$ cat src/sv/u2j_pkg.sv
// Shared types, character constants and helpers of the UTF-8 to JSON escaper.
package u2j_pkg;

  localparam int QDepth = 4;
  localparam int QAw    = 2;

  localparam logic [7:0] CH_QUOTE  = 8'h22;
  localparam logic [7:0] CH_BSLASH = 8'h5C;
  localparam logic [7:0] CH_U      = 8'h75;

  typedef enum logic [2:0] {
    K_NONE = 3'd0,
    K_CHAR = 3'd1,
    K_ESC  = 3'd2,
    K_HEX1 = 3'd3,
    K_HEX2 = 3'd4
  } kind_t;

  typedef struct packed {
    logic        open;
    logic        close;
    kind_t       kind;
    logic [7:0]  ch;
    logic [15:0] hex_a;
    logic [15:0] hex_b;
  } job_t;

  function automatic logic [7:0] hex_digit(input logic [3:0] n);
    logic [7:0] r;
    if (n < 4'd10) r = 8'h30 + {4'd0, n};
    else r = 8'h57 + {4'd0, n};
    return r;
  endfunction

  function automatic logic [3:0] body_len(input kind_t k);
    logic [3:0] r;
    case (k)
      K_CHAR:  r = 4'd1;
      K_ESC:   r = 4'd2;
      K_HEX1:  r = 4'd6;
      K_HEX2:  r = 4'd12;
      default: r = 4'd0;
    endcase
    return r;
  endfunction

endpackage

$ cat src/sv/u2j_front.sv
// Front end: UTF-8 decoder that classifies each byte and turns code points and string boundaries into jobs.
module u2j_front (
  input  logic            clk,
  input  logic            rst,
  input  logic            accept,
  input  logic [7:0]      byte_value,
  input  logic            byte_present,
  input  logic            first_of_string,
  input  logic            last_of_string,
  output logic            job_push,
  output u2j_pkg::job_t   job
);
  import u2j_pkg::*;

  logic [20:0] partial_code, partial_code_next;
  logic [1:0]  bytes_pending, bytes_pending_next;

  logic        emit;
  logic [20:0] code;
  logic [20:0] s;

  always_comb begin
    logic consumed;
    partial_code_next  = partial_code;
    bytes_pending_next = bytes_pending;
    emit     = 1'b0;
    code     = '0;
    consumed = 1'b0;
    if (first_of_string) begin
      partial_code_next  = '0;
      bytes_pending_next = '0;
    end
    if (byte_present) begin
      if (bytes_pending_next != 2'd0) begin
        if (byte_value[7:6] == 2'b10) begin
          partial_code_next  = {partial_code_next[14:0], byte_value[5:0]};
          bytes_pending_next = bytes_pending_next - 2'd1;
          if (bytes_pending_next == 2'd0) begin
            emit = 1'b1;
            code = partial_code_next;
            partial_code_next = '0;
          end
          consumed = 1'b1;
        end else begin
          partial_code_next  = '0;
          bytes_pending_next = '0;
        end
      end
      if (!consumed) begin
        if (!byte_value[7]) begin
          emit = 1'b1;
          code = {13'd0, byte_value};
        end else if (byte_value[7:5] == 3'b110) begin
          partial_code_next  = {16'd0, byte_value[4:0]};
          bytes_pending_next = 2'd1;
        end else if (byte_value[7:4] == 4'b1110) begin
          partial_code_next  = {17'd0, byte_value[3:0]};
          bytes_pending_next = 2'd2;
        end else if (byte_value[7:3] == 5'b11110) begin
          partial_code_next  = {18'd0, byte_value[2:0]};
          bytes_pending_next = 2'd3;
        end
      end
    end
    if (last_of_string) begin
      partial_code_next  = '0;
      bytes_pending_next = '0;
    end
  end

  assign s = code - 21'h010000;

  always_comb begin
    job.open  = first_of_string;
    job.close = last_of_string;
    job.kind  = K_NONE;
    job.ch    = code[7:0];
    job.hex_a = code[15:0];
    job.hex_b = 16'({5'd0, s[9:0]} + 15'h5C00) | 16'h8000;
    if (emit) begin
      if (code == 21'h22 || code == 21'h5C) begin
        job.kind = K_ESC;
      end else if (code >= 21'h20 && code <= 21'h7E) begin
        job.kind = K_CHAR;
      end else if (code > 21'h00FFFF) begin
        job.kind  = K_HEX2;
        job.hex_a = 16'({5'd0, s[20:10]} + 16'hD800);
      end else begin
        job.kind = K_HEX1;
      end
    end
  end

  assign job_push = accept && (first_of_string || last_of_string || emit);

  always_ff @(posedge clk) begin
    if (rst) begin
      partial_code  <= '0;
      bytes_pending <= '0;
    end else if (accept) begin
      partial_code  <= partial_code_next;
      bytes_pending <= bytes_pending_next;
    end
  end

endmodule

$ cat src/sv/u2j_queue.sv
// Short job queue between the decoder and the character sequencer.
module u2j_queue (
  input  logic            clk,
  input  logic            rst,
  input  logic            wr_en,
  input  u2j_pkg::job_t   wr_job,
  output logic            full,
  input  logic            rd_en,
  output logic            rd_valid,
  output u2j_pkg::job_t   rd_job
);
  import u2j_pkg::*;

  job_t           mem [QDepth];
  logic [QAw-1:0] wr_ptr;
  logic [QAw-1:0] rd_ptr;
  logic [QAw:0]   count;

  assign full     = (count == (QAw + 1)'(QDepth));
  assign rd_valid = (count != '0);
  assign rd_job   = mem[rd_ptr];

  always_ff @(posedge clk) begin
    if (wr_en) mem[wr_ptr] <= wr_job;
  end

  always_ff @(posedge clk) begin
    if (rst) begin
      wr_ptr <= '0;
      rd_ptr <= '0;
      count  <= '0;
    end else begin
      if (wr_en) wr_ptr <= wr_ptr + 1'b1;
      if (rd_en) rd_ptr <= rd_ptr + 1'b1;
      case ({wr_en, rd_en})
        2'b10:   count <= count + 1'b1;
        2'b01:   count <= count - 1'b1;
        default: count <= count;
      endcase
    end
  end

endmodule

$ cat src/sv/u2j_back.sv
// Back end: walks each job into the output register, one character per cycle while the output is not stalled.
module u2j_back (
  input  logic            clk,
  input  logic            rst,
  input  logic            job_valid,
  input  u2j_pkg::job_t   job,
  output logic            job_pop,
  input  logic            pop,
  output logic            empty,
  output logic [7:0]      out_char,
  output logic            string_done,
  output logic            last_of_run
);
  import u2j_pkg::*;

  typedef enum logic [2:0] {
    S_OPEN  = 3'b001,
    S_BODY  = 3'b010,
    S_CLOSE = 3'b100
  } phase_t;

  phase_t     phase, phase_next;
  logic [3:0] idx, idx_next;
  logic       out_valid;

  logic       advance;
  logic       done;
  logic [7:0] ch;
  logic       is_close;
  logic [3:0] len;

  assign len     = body_len(job.kind);
  assign advance = job_valid && (!out_valid || pop);
  assign job_pop = advance && done;
  assign empty   = !out_valid;

  always_comb begin
    logic        in_body;
    logic        hi_grp;
    logic [3:0]  pos;
    logic [15:0] v;
    in_body    = 1'b0;
    is_close   = 1'b0;
    done       = 1'b0;
    ch         = CH_QUOTE;
    phase_next = phase;
    idx_next   = idx;
    hi_grp     = (idx >= 4'd6);
    pos        = hi_grp ? idx - 4'd6 : idx;
    v          = hi_grp ? job.hex_b : job.hex_a;

    if (phase == S_OPEN && job.open) begin
      ch = CH_QUOTE;
      if (len != 4'd0) begin
        phase_next = S_BODY;
        idx_next   = '0;
      end else if (job.close) begin
        phase_next = S_CLOSE;
      end else begin
        done = 1'b1;
      end
    end else if ((phase == S_OPEN || phase == S_BODY) && len != 4'd0) begin
      in_body = 1'b1;
      if (idx + 4'd1 < len) begin
        phase_next = S_BODY;
        idx_next   = idx + 4'd1;
      end else if (job.close) begin
        phase_next = S_CLOSE;
      end else begin
        done = 1'b1;
      end
    end else begin
      is_close = 1'b1;
      done     = 1'b1;
    end

    if (in_body) begin
      case (job.kind)
        K_CHAR: ch = job.ch;
        K_ESC:  ch = (idx == 4'd0) ? CH_BSLASH : job.ch;
        default: begin
          case (pos)
            4'd0:    ch = CH_BSLASH;
            4'd1:    ch = CH_U;
            4'd2:    ch = hex_digit(v[15:12]);
            4'd3:    ch = hex_digit(v[11:8]);
            4'd4:    ch = hex_digit(v[7:4]);
            default: ch = hex_digit(v[3:0]);
          endcase
        end
      endcase
    end

    if (done) begin
      phase_next = S_OPEN;
      idx_next   = '0;
    end
  end

  always_ff @(posedge clk) begin
    if (rst) begin
      phase     <= S_OPEN;
      idx       <= '0;
      out_valid <= 1'b0;
    end else begin
      if (advance) begin
        phase     <= phase_next;
        idx       <= idx_next;
        out_valid <= 1'b1;
      end else if (pop) begin
        out_valid <= 1'b0;
      end
    end
  end

  always_ff @(posedge clk) begin
    if (advance) begin
      out_char    <= ch;
      string_done <= is_close;
      last_of_run <= done;
    end
  end

endmodule

$ cat src/sv/utf8_to_json_string_escaper.sv
// Top level: UTF-8 byte stream in, escaped JSON string characters out.
//
// Input queue side: present byte_value, byte_present, first_of_string and
// last_of_string with push; a word is taken on a clock edge with push high
// and full low. Output queue side: while empty is low, out_char,
// string_done and last_of_run hold the oldest character; pop takes it.
// A decoder classifies each byte in its accept cycle and hands any job to a
// four-entry queue; while the output is popped or empty, a sequencer emits
// one character per cycle from the head job into the output register. The
// first character of a word passes through the queue and then the output
// register. Unstalled, throughput is one output character per cycle: a
// byte giving one character sustains one word per cycle, an escape goes out
// one character at a time, and a byte giving no character pushes no job.
// When the receiver stalls, the output register holds, the queue fills and
// full rises after four pending jobs. Reset clears the decoder state, the
// queue and the valid flag of the output register.
module utf8_to_json_string_escaper (
  input  logic       clk,
  input  logic       rst,
  input  logic       push,
  output logic       full,
  input  logic [7:0] byte_value,
  input  logic       byte_present,
  input  logic       first_of_string,
  input  logic       last_of_string,
  output logic       empty,
  input  logic       pop,
  output logic [7:0] out_char,
  output logic       string_done,
  output logic       last_of_run
);
  import u2j_pkg::*;

  logic accept;
  logic job_push;
  job_t job_in;
  logic job_valid;
  logic job_pop;
  job_t job_head;

  assign accept = push && !full;

  u2j_front u_front (
    .clk             (clk),
    .rst             (rst),
    .accept          (accept),
    .byte_value      (byte_value),
    .byte_present    (byte_present),
    .first_of_string (first_of_string),
    .last_of_string  (last_of_string),
    .job_push        (job_push),
    .job             (job_in)
  );

  u2j_queue u_queue (
    .clk      (clk),
    .rst      (rst),
    .wr_en    (job_push),
    .wr_job   (job_in),
    .full     (full),
    .rd_en    (job_pop),
    .rd_valid (job_valid),
    .rd_job   (job_head)
  );

  u2j_back u_back (
    .clk         (clk),
    .rst         (rst),
    .job_valid   (job_valid),
    .job         (job_head),
    .job_pop     (job_pop),
    .pop         (pop),
    .empty       (empty),
    .out_char    (out_char),
    .string_done (string_done),
    .last_of_run (last_of_run)
  );

endmodule

$ cat config.mk
export PLATFORM = sky130hd
export DESIGN_NAME = utf8_to_json_string_escaper
export DESIGN_NICKNAME = d
export VERILOG_FILES = /design/src/sv/u2j_pkg.sv /design/src/sv/u2j_front.sv /design/src/sv/u2j_queue.sv /design/src/sv/u2j_back.sv /design/src/sv/utf8_to_json_string_escaper.sv
export SDC_FILE = /design/constraint.sdc
export NUM_CORES = 1
export LEC_CHECK = 0
export BUFFER_PORTS_ARGS = -buffer_cell sky130_fd_sc_hd__buf_2
export CORE_MARGIN = 1.5
export CORE_UTILIZATION = 50
export CTS_BUF_LIST = sky130_fd_sc_hd__clkbuf_8
export DETAILED_ROUTE_END_ITERATION = 6
export PLACE_DENSITY = 0.74
export SYNTH_ARGS = -nofsm -noshare
export SYNTH_HDL_FRONTEND = slang
export SYNTH_SLANG_ARGS = --single-unit
export TNS_END_PERCENT = 5
$ cat constraint.sdc
create_clock -name clk -period 4.6 [get_ports clk]
set_input_delay 0.92 -clock clk [delete_from_list [all_inputs] [get_ports clk]]
set_output_delay 0.92 -clock clk [all_outputs]
set_load 0.05 [all_outputs]
### Yosys cells after proc, flatten, opt, wreduce, memory -nomap -nowiden

Memory sizes are Yosys's and may differ from the RTL's. A register that Yosys moved wholly into a read port is not among the register bits.
Cells that the tools add are included.

| word-level totals | value |
|---|---|
| flip-flop bits (word level) | 48 |
| bits in latches | 0 |
| RAM bits | 176 |
| bits in read-only memories | 0 |
| input bits | 15 |
| output and inout port bits | 12 |
| word-level logic and storage cells | 165 |
| memories | 1 |

| cells by class | value |
|---|---|
| add/subtract/negate cells | 18 |
| $mul | 0 |
| divide/modulo/power cells | 0 |
| magnitude comparators | 9 |
| equality and inequality tests | 20 |
| shift-type cells | 0 |
| multiplexer cells | 80 |
| bitwise operators | 0 |
| reduce and logical (&&, ||, !) cells | 26 |

Memory list:

| memory | words | width | read ports | clocked after Yosys merged registers in | write ports | line | RTL |
|---|---|---|---|---|---|---|---|
| u_queue.mem | 4 | 44 | 1 | 1 | 1 | u2j_queue.sv:14 | `job_t mem [QDepth];` |

Operator list:

| kind | count |
|---|---|
| $mux 21 | 17 |
| $mux 16 | 5 |
| $mux 8 | 5 |
| $pmux 8 s5 | 1 |
| $add 7x4->8 const A | 4 |
| $mux 3 | 10 |
| $add 6x4->7 const A | 4 |
| $mux 2 | 12 |
| $mux 4 | 6 |
| $eq 21x6->1 const B | 1 |
| $eq 21x7->1 const B | 1 |
| $ge 21x6->1 const B | 1 |
| $gt 21x16->1 const B | 1 |
| $le 21x7->1 const B | 1 |
| $mux 1 | 21 |
| $sub 21x17->21 const B | 1 |
| $add 12x15->16 const B | 1 |
| $lt 4x4->1 const B | 4 |
| $pmux 4 s4 | 1 |
| $pmux 8 s2 | 1 |
| $add 10x15->15 const B | 1 |
| $eq 3x2->1 const B | 3 |
| $eq 3x3->1 const B | 3 |
| $reduce_bool 3->1 | 3 |
| 27 further kinds | 45 |

### Longest topological paths before layout

Gate-level depths: netlist (run 1).

| depth | value |
|---|---|
| depth in word-level cells | 15 |
| depth in mapped cells | 18 |
| mapped depth without buffers | 16 |

### By module

A second synthesis (run 1) with hierarchy kept.

| unflattened totals | value |
|---|---|
| cell total of the unflattened synthesis | 798 |
| area total of the unflattened synthesis | 10920.5 µm² |

By module, submodules not included:

| module | instances | cells an instance | area an instance (µm²) |
|---|---|---|---|
| u2j_queue | 1 | 278 | 6980.4 |
| u2j_back | 1 | 289 | 2274.7 |
| u2j_front | 1 | 230 | 1651.6 |
| utf8_to_json_string_escaper | 1 | 1 | 13.8 |

### Worst setup path after synthesis (run 1)

Ideal clock, no wire load.

| path | value |
|---|---|
| path type | input-to-reg |
| start point | input first_of_string |
| end point | memory u_queue.mem[0][18] (netlist name), data pin |
| setup time | 0.266 ns |
| arrival time | 4.142 ns |
| path slack | 0.191 ns |
| stages | 15 |
| path buffers | 3 |
| path through | buf_1 nor2b_1 inv_1 ha_1 buf_2 or3b_4 nor3_2 clkbuf_1 nand2_1 ha_1 a21boi_0 a32oi_1 nor2_1 nor3_4 mux2_2 |

RTL lines:

| item | line | RTL |
|---|---|---|
| from (decl) | utf8_to_json_string_escaper.sv:24 | `input logic first_of_string,` |
| to (decl) | u2j_queue.sv:14 |  |

==> reports/metrics.cfg, run 1 <==
[place]
detailedPlace.worstSlack_ns=0.208
gpl.final_weighted_congestion=0.967
dp_hpwl_um=13500
placedInstanceArea_um2=8920
port_buffers=26

[status]
status=completed

[synthesis]
netlist_instances=702
ys_ff_latch=168
synthFlopType=edfxtp_1
syn_area_um2=8490
netlist.area_leader.share_pct=47.4
async_flop_share_pct=0
synth_warnings=0
ys_seq_area_share_pct=55.4
netlist_top_cells_area=edfxtp_1 (47%), mux4_2 (8.2%), dfxtp_1 (8.0%), ha_1 (2.9%), nand2_1 (2.7%)
syn_area_per_cell_um2=12.1
synth_area_leader_cell=edfxtp_1
synth-edff-count=134
synth.distinct_cells=75
synthesis.nets=738

[timing]
fin_crit_ns=4.19
timing.final.ws_setup_ns=0.413
setup_viol=0
rsz0062_at_grt=false
fin_hold_ws_ns=0.467
fin_tns_setup_ns=0
worst_slew_pin_slew_ns=0.656
finalCritPeriodShare_pct=91.0
slew_headroom_pct=56.3
maxSlewViolCount=0
hold_viol=0
fmax_ghz=0.239
finClkSkew_ns=0.0126

[cells_and_area]
drive_above_1_share_pct=17.2
finalNetCount=772
final_cell_mix=edfxtp_1 (134), nand2_1 (61), nor2_1 (61)
mostFrequentLayoutCell=edfxtp_1
multi_input_area_um2=3540
design_area_um2=9280
syn_to_final_growth_pct=9.26
insertedDiodeCount=0
fill_cells=1400
sequential_cell_area_um2=4710

[global_routing]
grt_pass1_vias=5797
grt_max_degree=35
grt_pass1_wl_um=30100
grt.overflow.total=0
grt_use_total_pct=21.9
antenna_found_initial=0

[clocking]
cts_tree=built
numCtsBuffers=17
cts_sinks=168
cts_root_buffer=clkbuf_8
clkTransAtPathRegs_ns=0.08
htreeDepth=4
cts_resized=0
cts_buffer_depth=2
post_cts_buffers=0
cts_hold_buf=0
clkLatencyLatePin_ns=0.45

[drt]
initialDrtViolationCount=456
wl_per_cell_um=19.0
wirelength_um=18400
vias=5822
via_per_inst=6.01
final_antenna_net_count=0
drt-pass1-iter-count=5
drc=0

[critical_path]
rr_endpoint=u_queue.count[2]
cp_data_required_time_ns=4.97
worst_setup_path_start_kind=flip-flop
crit_arrival_ns=4.56
worst-path-max-fanout=12
cp-end-kind=flip-flop
regToRegSetupSlack_ns=0.41
reg2reg_depth=16
worstSetupPathType=reg2reg

[min_path]
min_to=u_front.bytes_pending[1]
min_path_cells=2
hp-start=u_front.bytes_pending[1]
hp-class=reg2reg

[die]
core_um2=16600
die_w_um=133
rows=47
dieHeight_um=133
io_pins=27
dieArea_um2=17800
start_util_pct=51.2

[power_and_ir_drop]
irDropWorstVdd_v=0.000263
power.density_nw_per_um2=474
leakage_uw=0.00320

[flow_run]
cap_violations=0

[worst max-delay path, cell delays in order, from the launching register on]
cell     delay, ns
dfxtp_2       0.41
mux4_2        0.67
and3b_1       0.26
a21oi_1       0.05
ha_1          0.29
o21a_1        0.12
o21a_1        0.14
o32ai_2       0.10
o32ai_1       0.38
nor2_1        0.12
inv_1         0.23
ha_1          0.25
inv_1         0.06
fa_1          0.38
xor2_1        0.17
or3_1         0.32
a21oi_1       0.16
[power by group]
group | leakage, uW | switching, uW | internal [uW]
combinational | 0.00148 | 978 | 557
clock | 0.000180 | 528 | 427
sequential | 0.00154 | 71.9 | 1840
[per-layer routing]
metal  routed length (um)  part of all wire, %  track usage (%)
met5                    0                    0                0
met4                  308                  1.7             6.88
met3                  875                  4.7             4.41
met2                 9370                   51             37.8
met1                 7900                   43             27.9
[kinds of logic after synthesis]
| group | after synthesis | share of synthesized area (%) |
|---|---|---|
| compound gates | 153 | 12.2 |
| xor+xnor | 15 | 1.55 |
| fa+ha+maj | 21 | 3.18 |
| buf+inv | 62 | 2.98 |
| flops | 168 | 55.4 |
| mux | 51 | 10.6 |
| simple gates | 232 | 14.1 |
[worst max-delay path by stage]
stage                         start            endpoint  depth (start not counted)
CTS                       flip-flop    u_queue.count[2]                         16
global placement    first_of_string  u_queue.mem[0][17]                         14
finish                    flip-flop    u_queue.count[2]                         16
floorplan           first_of_string  u_queue.mem[0][18]                         15
detailed placement  first_of_string  u_queue.mem[1][17]                         14
global route              flip-flop    u_queue.count[2]                         16
[synthesized netlist by cell type (3+ instances only)]
master       n
a211o_1      3
a211oi_1     7
a21o_1       5
a21oi_1     39
a22oi_1     14
a31o_2       3
a31oi_1      3
a32oi_1      3
and2_1      11
and3_1       4
buf_2        4
clkbuf_1    24
dfxtp_1     34
edfxtp_1   134
ha_1        20
inv_1       29
mux2i_1     17
mux4_2      31
nand2_1     61
nand2b_1    15
nand3_1      9
nand4_1      3
nor2_1      61
nor2b_1     14
nor3_1      13
nor3b_1      4
nor4_1      10
o2111ai_1    3
o211ai_1     5
o21a_1       6
o21ai_0     32
o22ai_1      4
o311ai_0     3
o41ai_1      3
or2_2        4
or3_1        4
xnor2_1      7
xor2_1       8
[flip-flops by register name, summed over array words and instances (netlist names), 2 cells and up, named ones only]
name and flops:
u_queue.mem 124, u_back.phase 3, u_queue.rd_ptr 2, u_back.idx 4, u_front.partial_code 15, u_front.bytes_pending 2, u_queue.wr_ptr 2, u_back.out_char 8
u_queue.count 3
[through the flow]
step                std cells  util (%)  power (uW)
floorplan                 702         -        3100
global placement          937      53.8        3430
detailed placement        937      53.8        3470
CTS                       969      56.0        4430
global route              969      56.0        4640
finish                    969      56.0        4400
[cell type report]
class	count	area share, %
multi-input combinational	472	38.1
clock inverter	15	1.39
clock buffer	17	2.52
inverter	30	1.21
tap	220	2.97
sequential	168	50.7
timing repair buffer	47	3.10
(Power assumes the default switching activity.)
==> run 2: changes to the inputs <==
- CORE_MARGIN: 1.5 -> not set
==> run 2 against run 1 <==
Worst hold slack got worse by 0.0086 ns. Critical path depth unchanged. Via count down 0.45%. Total power up 5.0%. Global-route usage increased by 0.34 points. Sequential share of layout area shrank 0.37 points. Cell count down 0.21%.
==> reports/metrics.cfg, run 2 (synthesis results as in run 1) <==
[status]
status=completed

[cells_and_area]
syn_to_final_growth_pct=10.1
sequential_cell_area_um2=4710  ; unchanged
reg_top3=u_queue.mem: 124 flops, u_front.partial_code: 15 flops, u_back.out_char: 8 flops
largest_reg_flops=124  ; unchanged
design_area_um2=9350  ; +0.73%
final_cells=967  ; -0.21%
top_register=u_queue.mem
finalNetCount=770  ; -0.26%
drive_above_1_share_pct=17.0  ; -0.22 points
mostFrequentLayoutCell=edfxtp_1
fill_cells=1343  ; -4.1%
final_cell_mix=edfxtp_1 (134), nand2_1 (61), nor2_1 (61)
insertedDiodeCount=0  ; unchanged
fin_util_pct=56.4  ; +0.41 points
multi_input_area_um2=3540  ; unchanged

[die]
dieHeight_um=132  ; -0.75%
die_w_um=132  ; -0.75%
start_util_pct=51.2  ; unchanged
core_um2=16600  ; unchanged
rows=47  ; unchanged
io_pins=27  ; unchanged
dieArea_um2=17500  ; -1.5%

[timing]
finalCritPeriodShare_pct=90.7  ; -0.32 points
worst_slew_pin_slew_ns=0.655  ; -0.00123 ns
finClkSkew_ns=0.0132  ; +0.000583 ns
hold_viol=0  ; unchanged
fmax_ghz=0.240  ; +0.36%
setup_viol=0  ; unchanged
fin_crit_ns=4.17  ; -0.0149 ns
fin_tns_setup_ns=0  ; unchanged
slew_headroom_pct=56.3  ; +0.082 points
maxSlewViolCount=0  ; unchanged
rsz0062_at_grt=false

[global_routing]
grt_pass1_wl_um=29800  ; -1.1%
grt.overflow.total=0  ; unchanged
grt_pass1_vias=5576  ; -3.8%
grt_use_total_pct=22.2  ; +0.34 points
grt_max_degree=35  ; unchanged
antenna_found_initial=0  ; unchanged

[drt]
via_per_inst=5.99  ; -0.24%
vias=5796  ; -0.45%
wirelength_um=18500  ; +0.17%
wl_per_cell_um=19.1  ; +0.38%
drt-pass1-iter-count=5  ; unchanged
drc=0  ; unchanged
final_antenna_net_count=0  ; unchanged
initialDrtViolationCount=468  ; +2.6%

[clocking]
cts_root_buffer=clkbuf_8
clkTransAtPathRegs_ns=0.09  ; about the same
cts_hold_buf=0  ; unchanged
htreeDepth=4  ; unchanged
cts_buffer_depth=2  ; unchanged
post_cts_buffers=0  ; unchanged
cts_tree=built
clkLatencyLatePin_ns=0.45  ; about the same
numCtsBuffers=17  ; unchanged
cts_sinks=168  ; unchanged
cts_resized=0  ; unchanged

[power_and_ir_drop]
power.density_nw_per_um2=494  ; +4.2%
leakage_uw=0.00323  ; +0.89%
p_total_uw=4620  ; +5.0%
irDropWorstVdd_v=0.000274  ; +4.1%

[flow_run]
cap_violations=0  ; unchanged

[critical_path]
regToRegSetupSlack_ns=0.43  ; about the same
cp_slowest_stage_delay_ns=0.68  ; about the same
cp_slowest_cell=mux4_2
crit_chain=mux4_2 -> and3b_1 -> a21oi_1 -> ha_1 -> o21a_1 -> o21a_1 -> o32ai_2 -> o32ai_1 -> nor2_1 -> inv_1 -> ha_1 -> inv_1 -> fa_1 -> xor2_1 -> or3_1 -> a21oi_1
cp_data_required_time_ns=4.97  ; about the same
worst_setup_path_start_kind=flip-flop
cp-end-kind=flip-flop
path_buf_inv=2  ; unchanged
cp_top_family=compound AO/OA/AOI/OAI gates
crit_arrival_ns=4.55  ; about the same
worstSetupPathType=reg2reg
worst-path-max-fanout=12  ; unchanged

[place]
placedInstanceArea_um2=8900  ; -0.17%
dp_hpwl_um=13400  ; -0.60%
gpl.final_weighted_congestion=0.964  ; -0.27%
port_buffers=26  ; unchanged
place_inst=935  ; -0.21%

[min_path]
hp-class=reg2reg

[run 2: path summary, 6_finish.rpt]
path                                    to  cells past startpoint                      from
setup / recovery          u_queue.count[2]                     16                 flip-flop
hold / removal    u_front.bytes_pending[1]                      2  u_front.bytes_pending[1]
setup reg to reg          u_queue.count[2]                     16                 flip-flop
hold reg to reg   u_front.bytes_pending[1]                      2  u_front.bytes_pending[1]
[run 2: worst reg2reg max path, stage by stage, from the launching register on]
cell and delay (ns):
dfxtp_2 0.46, mux4_2 0.68, and3b_1 0.26, a21oi_1 0.04, ha_1 0.29, o21a_1 0.11
o21a_1 0.14, o32ai_2 0.10, o32ai_1 0.35, nor2_1 0.11, inv_1 0.22, ha_1 0.23
inv_1 0.06, fa_1 0.37, xor2_1 0.16, or3_1 0.32, a21oi_1 0.18
[run 2: cell type report]
class	count	area share [%]
inverter	30	1.20
clock buffer	17	2.50
tap	220	2.94
timing repair buffer	45	2.92
multi-input combinational	472	37.8
sequential	168	50.3
clock inverter	15	2.26
[run 2: routing by layer]
| layer | global-route usage (%) | vias to the layer above | routed length, um |
|---|---|---|---|
| met5 | 0 | - | 0 |
| met4 | 10.2 | 0 | 536 |
| met3 | 4.15 | 37 | 744 |
| met2 | 36.4 | 196 | 9100 |
| met1 | 28.7 | 2827 | 8090 |
| li1 | - | 2736 | - |
[run 2: where the power goes]
| group | internal, uW | total (uW) | switching [uW] |
|---|---|---|---|
| sequential | 1840 | 1910 | 75.3 |
| clock | 604 | 1160 | 560 |
| combinational | 557 | 1540 | 984 |
[run 2: through the flow]
stage	hold slack (ns)	setup slack, ns
floorplan	0.432	0.191
global placement	0.447	0.309
detailed placement	0.449	0.173
CTS	0.461	0.418
global route	0.473	0.221
finish	0.459	0.428
==> run 3: changes to the inputs <==
- CELL_PAD_IN_SITES_DETAIL_PLACEMENT: not set -> 1
- CELL_PAD_IN_SITES_GLOBAL_PLACEMENT: not set -> 1
- CORE_MARGIN: not set -> 2
- CORE_UTILIZATION: 50 -> 48
- PLACE_DENSITY: 0.74 -> 0.83
==> run 3 against run 2 <==
First-iteration DRC count shrank 27%. Sequential cell count is the same. Non-clock buffer count is the same. Clock power is essentially flat. Critical endpoint unchanged. Sequential power is essentially flat. Critical path depth is the same. Worst hold slack gained 0.016 ns. Highest routed layer unchanged. Largest cell class unchanged. Cell count grew 0.52%.
==> reports/metrics.cfg, run 3 (synthesis results as in run 1) <==
[status]
status=completed

[global_routing]
grt_pass1_wl_um=34100  ; +15%
grt_use_total_pct=24.1  ; +1.9 points
antenna_found_initial=0  ; unchanged
grt_pass1_vias=6333  ; +14%
grt_max_degree=35  ; unchanged
grt.overflow.total=0  ; unchanged

[cells_and_area]
insertedDiodeCount=0  ; unchanged
drive_above_1_share_pct=16.6  ; -0.40 points
syn_to_final_growth_pct=10.1  ; about the same
mostFrequentLayoutCell=edfxtp_1
finalNetCount=770  ; unchanged
final_cell_mix=edfxtp_1 (134), nand2_1 (61), nor2_1 (61)
reg_top3=u_queue.mem: 124 flops, u_front.partial_code: 15 flops, u_back.out_char: 8 flops
fill_cells=1794  ; +34%
largest_reg_flops=124  ; unchanged
top_register=u_queue.mem

[die]
die_w_um=137  ; +3.5%
start_util_pct=49.1  ; -2.1 points
dieHeight_um=137  ; +3.5%
rows=48  ; +2.1%
dieArea_um2=18800  ; +7.2%
core_um2=17300  ; +4.3%
io_pins=27  ; unchanged

[place]
gpl.final_weighted_congestion=0.928  ; -3.7%
port_buffers=26  ; unchanged
dp_hpwl_um=15500  ; +15%
detailedPlace.worstSlack_ns=0.0557  ; -0.117 ns

[drt]
final_antenna_net_count=0  ; unchanged
wl_per_cell_um=21.8  ; +14%
via_per_inst=6.03  ; +0.53%
vias=5857  ; +1.1%
drc=0  ; unchanged
initialDrtViolationCount=343  ; -27%
wirelength_um=21200  ; +15%
drt-pass1-iter-count=5  ; unchanged

[min_path]
min_to=u_back.out_valid
min_path_cells=2  ; unchanged
hp-start=u_back.out_valid
hp-class=reg2reg

[clocking]
clkLatencyLatePin_ns=0.45  ; about the same
cts_buffer_depth=2  ; unchanged
cts_tree=built
htreeDepth=4  ; unchanged
cts_sinks=168  ; unchanged
cts_root_buffer=clkbuf_8
clkTransAtPathRegs_ns=0.08  ; about the same
numCtsBuffers=17  ; unchanged
cts_hold_buf=0  ; unchanged

[timing]
fmax_ghz=0.233  ; -2.8%
timing.final.ws_setup_ns=0.309  ; -0.119 ns
fin_crit_ns=4.29  ; +0.119 ns
slew_headroom_pct=54.9  ; -1.5 points
finClkSkew_ns=0.0141  ; +0.000922 ns
worst_slew_pin_slew_ns=0.677  ; +0.0222 ns
setup_viol=0  ; unchanged
finalCritPeriodShare_pct=93.3  ; +2.6 points
rsz0062_at_grt=false
fin_tns_setup_ns=0  ; unchanged
hold_viol=0  ; unchanged
maxSlewViolCount=0  ; unchanged

[critical_path]
worst_setup_path_start_kind=flip-flop
rr_endpoint=u_queue.count[2]
cp-end-kind=flip-flop
worstSetupPathType=reg2reg
reg2reg_depth=16  ; unchanged
regToRegSetupSlack_ns=0.31  ; -0.12 ns
crit_arrival_ns=4.67  ; +0.12 ns
cp_data_required_time_ns=4.98  ; about the same
worst-path-max-fanout=12  ; unchanged

[power_and_ir_drop]
leakage_uw=0.00323  ; about the same
power.density_nw_per_um2=499  ; +1.0%
irDropWorstVdd_v=0.000290  ; +6.0%

[flow_run]
cap_violations=0  ; unchanged

run 3: changes by cell type in the layout (fill, tap and decap cells not counted):
cell,before,now
dfxtp_2,1,0
inv_6,6,0
clkinv_2,0,2
bufinv_16,4,5
clkinv_1,2,3
dfxtp_4,0,1
clkinvlp_4,2,3
inv_1,29,31
clkinv_4,1,0
run 3: area by class of cell:
type | count | area [um^2] | area share [%]
Sequential cell | 168 | 4710 | 50.3
Multi-Input combinational cell | 472 | 3540 | 37.8
Tap cell | 225 | 282 | 3.01
Timing Repair Buffer | 45 | 273 | 2.92
Clock buffer | 17 | 234 | 2.50
Clock inverter | 15 | 209 | 2.23
Inverter | 30 | 113 | 1.20
run 3: through the flow:
step | cell area (um^2) | power, uW | hold WS [ns] | cells | utilization, %
after floorplan | 8490 | 3100 | 0.432 | 702 | -
after global placement | 8910 | 3430 | 0.449 | 940 | 51.5
after detailed placement | 8910 | 3530 | 0.467 | 940 | 51.5
after CTS | 9350 | 4690 | 0.479 | 972 | 54.1
after global routing | 9360 | 4910 | 0.499 | 972 | 54.1
final | 9360 | 4670 | 0.475 | 972 | 54.1
run 3: critical path, cell delays in order (launching register included):
cell and delay (ns):
dfxtp_4 0.47, mux4_2 0.68, and3b_1 0.26, a21oi_1 0.05
ha_1 0.31, o21a_1 0.15, o21a_1 0.15, o32ai_2 0.11
o32ai_1 0.35, nor2_1 0.11, inv_1 0.21, ha_1 0.25
inv_1 0.10, fa_1 0.41, xor2_1 0.16, or3_1 0.30
a21oi_1 0.14
run 3: worst max-delay path by stage:
stage,end,slack [ns]
CTS,u_queue.count[2],0.20
finish,u_queue.count[2],0.31
global route,u_queue.count[2],0.03
detailed placement,u_queue.mem[3][19],0.06
floorplan,u_queue.mem[0][18],0.19
global placement,u_queue.mem[0][17],0.43
run 3: metal layers:
layer	GRT usage, %	vias to the layer above	share of wire [%]
met1	30.7	2953	43
met5	0	-	0
met2	41.1	135	51
met3	4.48	41	3.0
li1	-	2728	-
met4	8.88	0	2.3
run 3: power breakdown:
part / switching (uW) / leakage (uW) / internal, uW
clock: 522 / 0.000221 / 639
sequential: 88.6 / 0.00154 / 1840
combinational: 1020 / 0.00147 / 556
total: 1630 / 0.00323 / 3030
run 3: timing repair:
| item | in CTS | in global routing |
|---|---|---|
| buffers inserted | 0 | 0 |
| setup endpoints to repair | 0 | 2 |
| gates resized for setup | 0 | 1 |
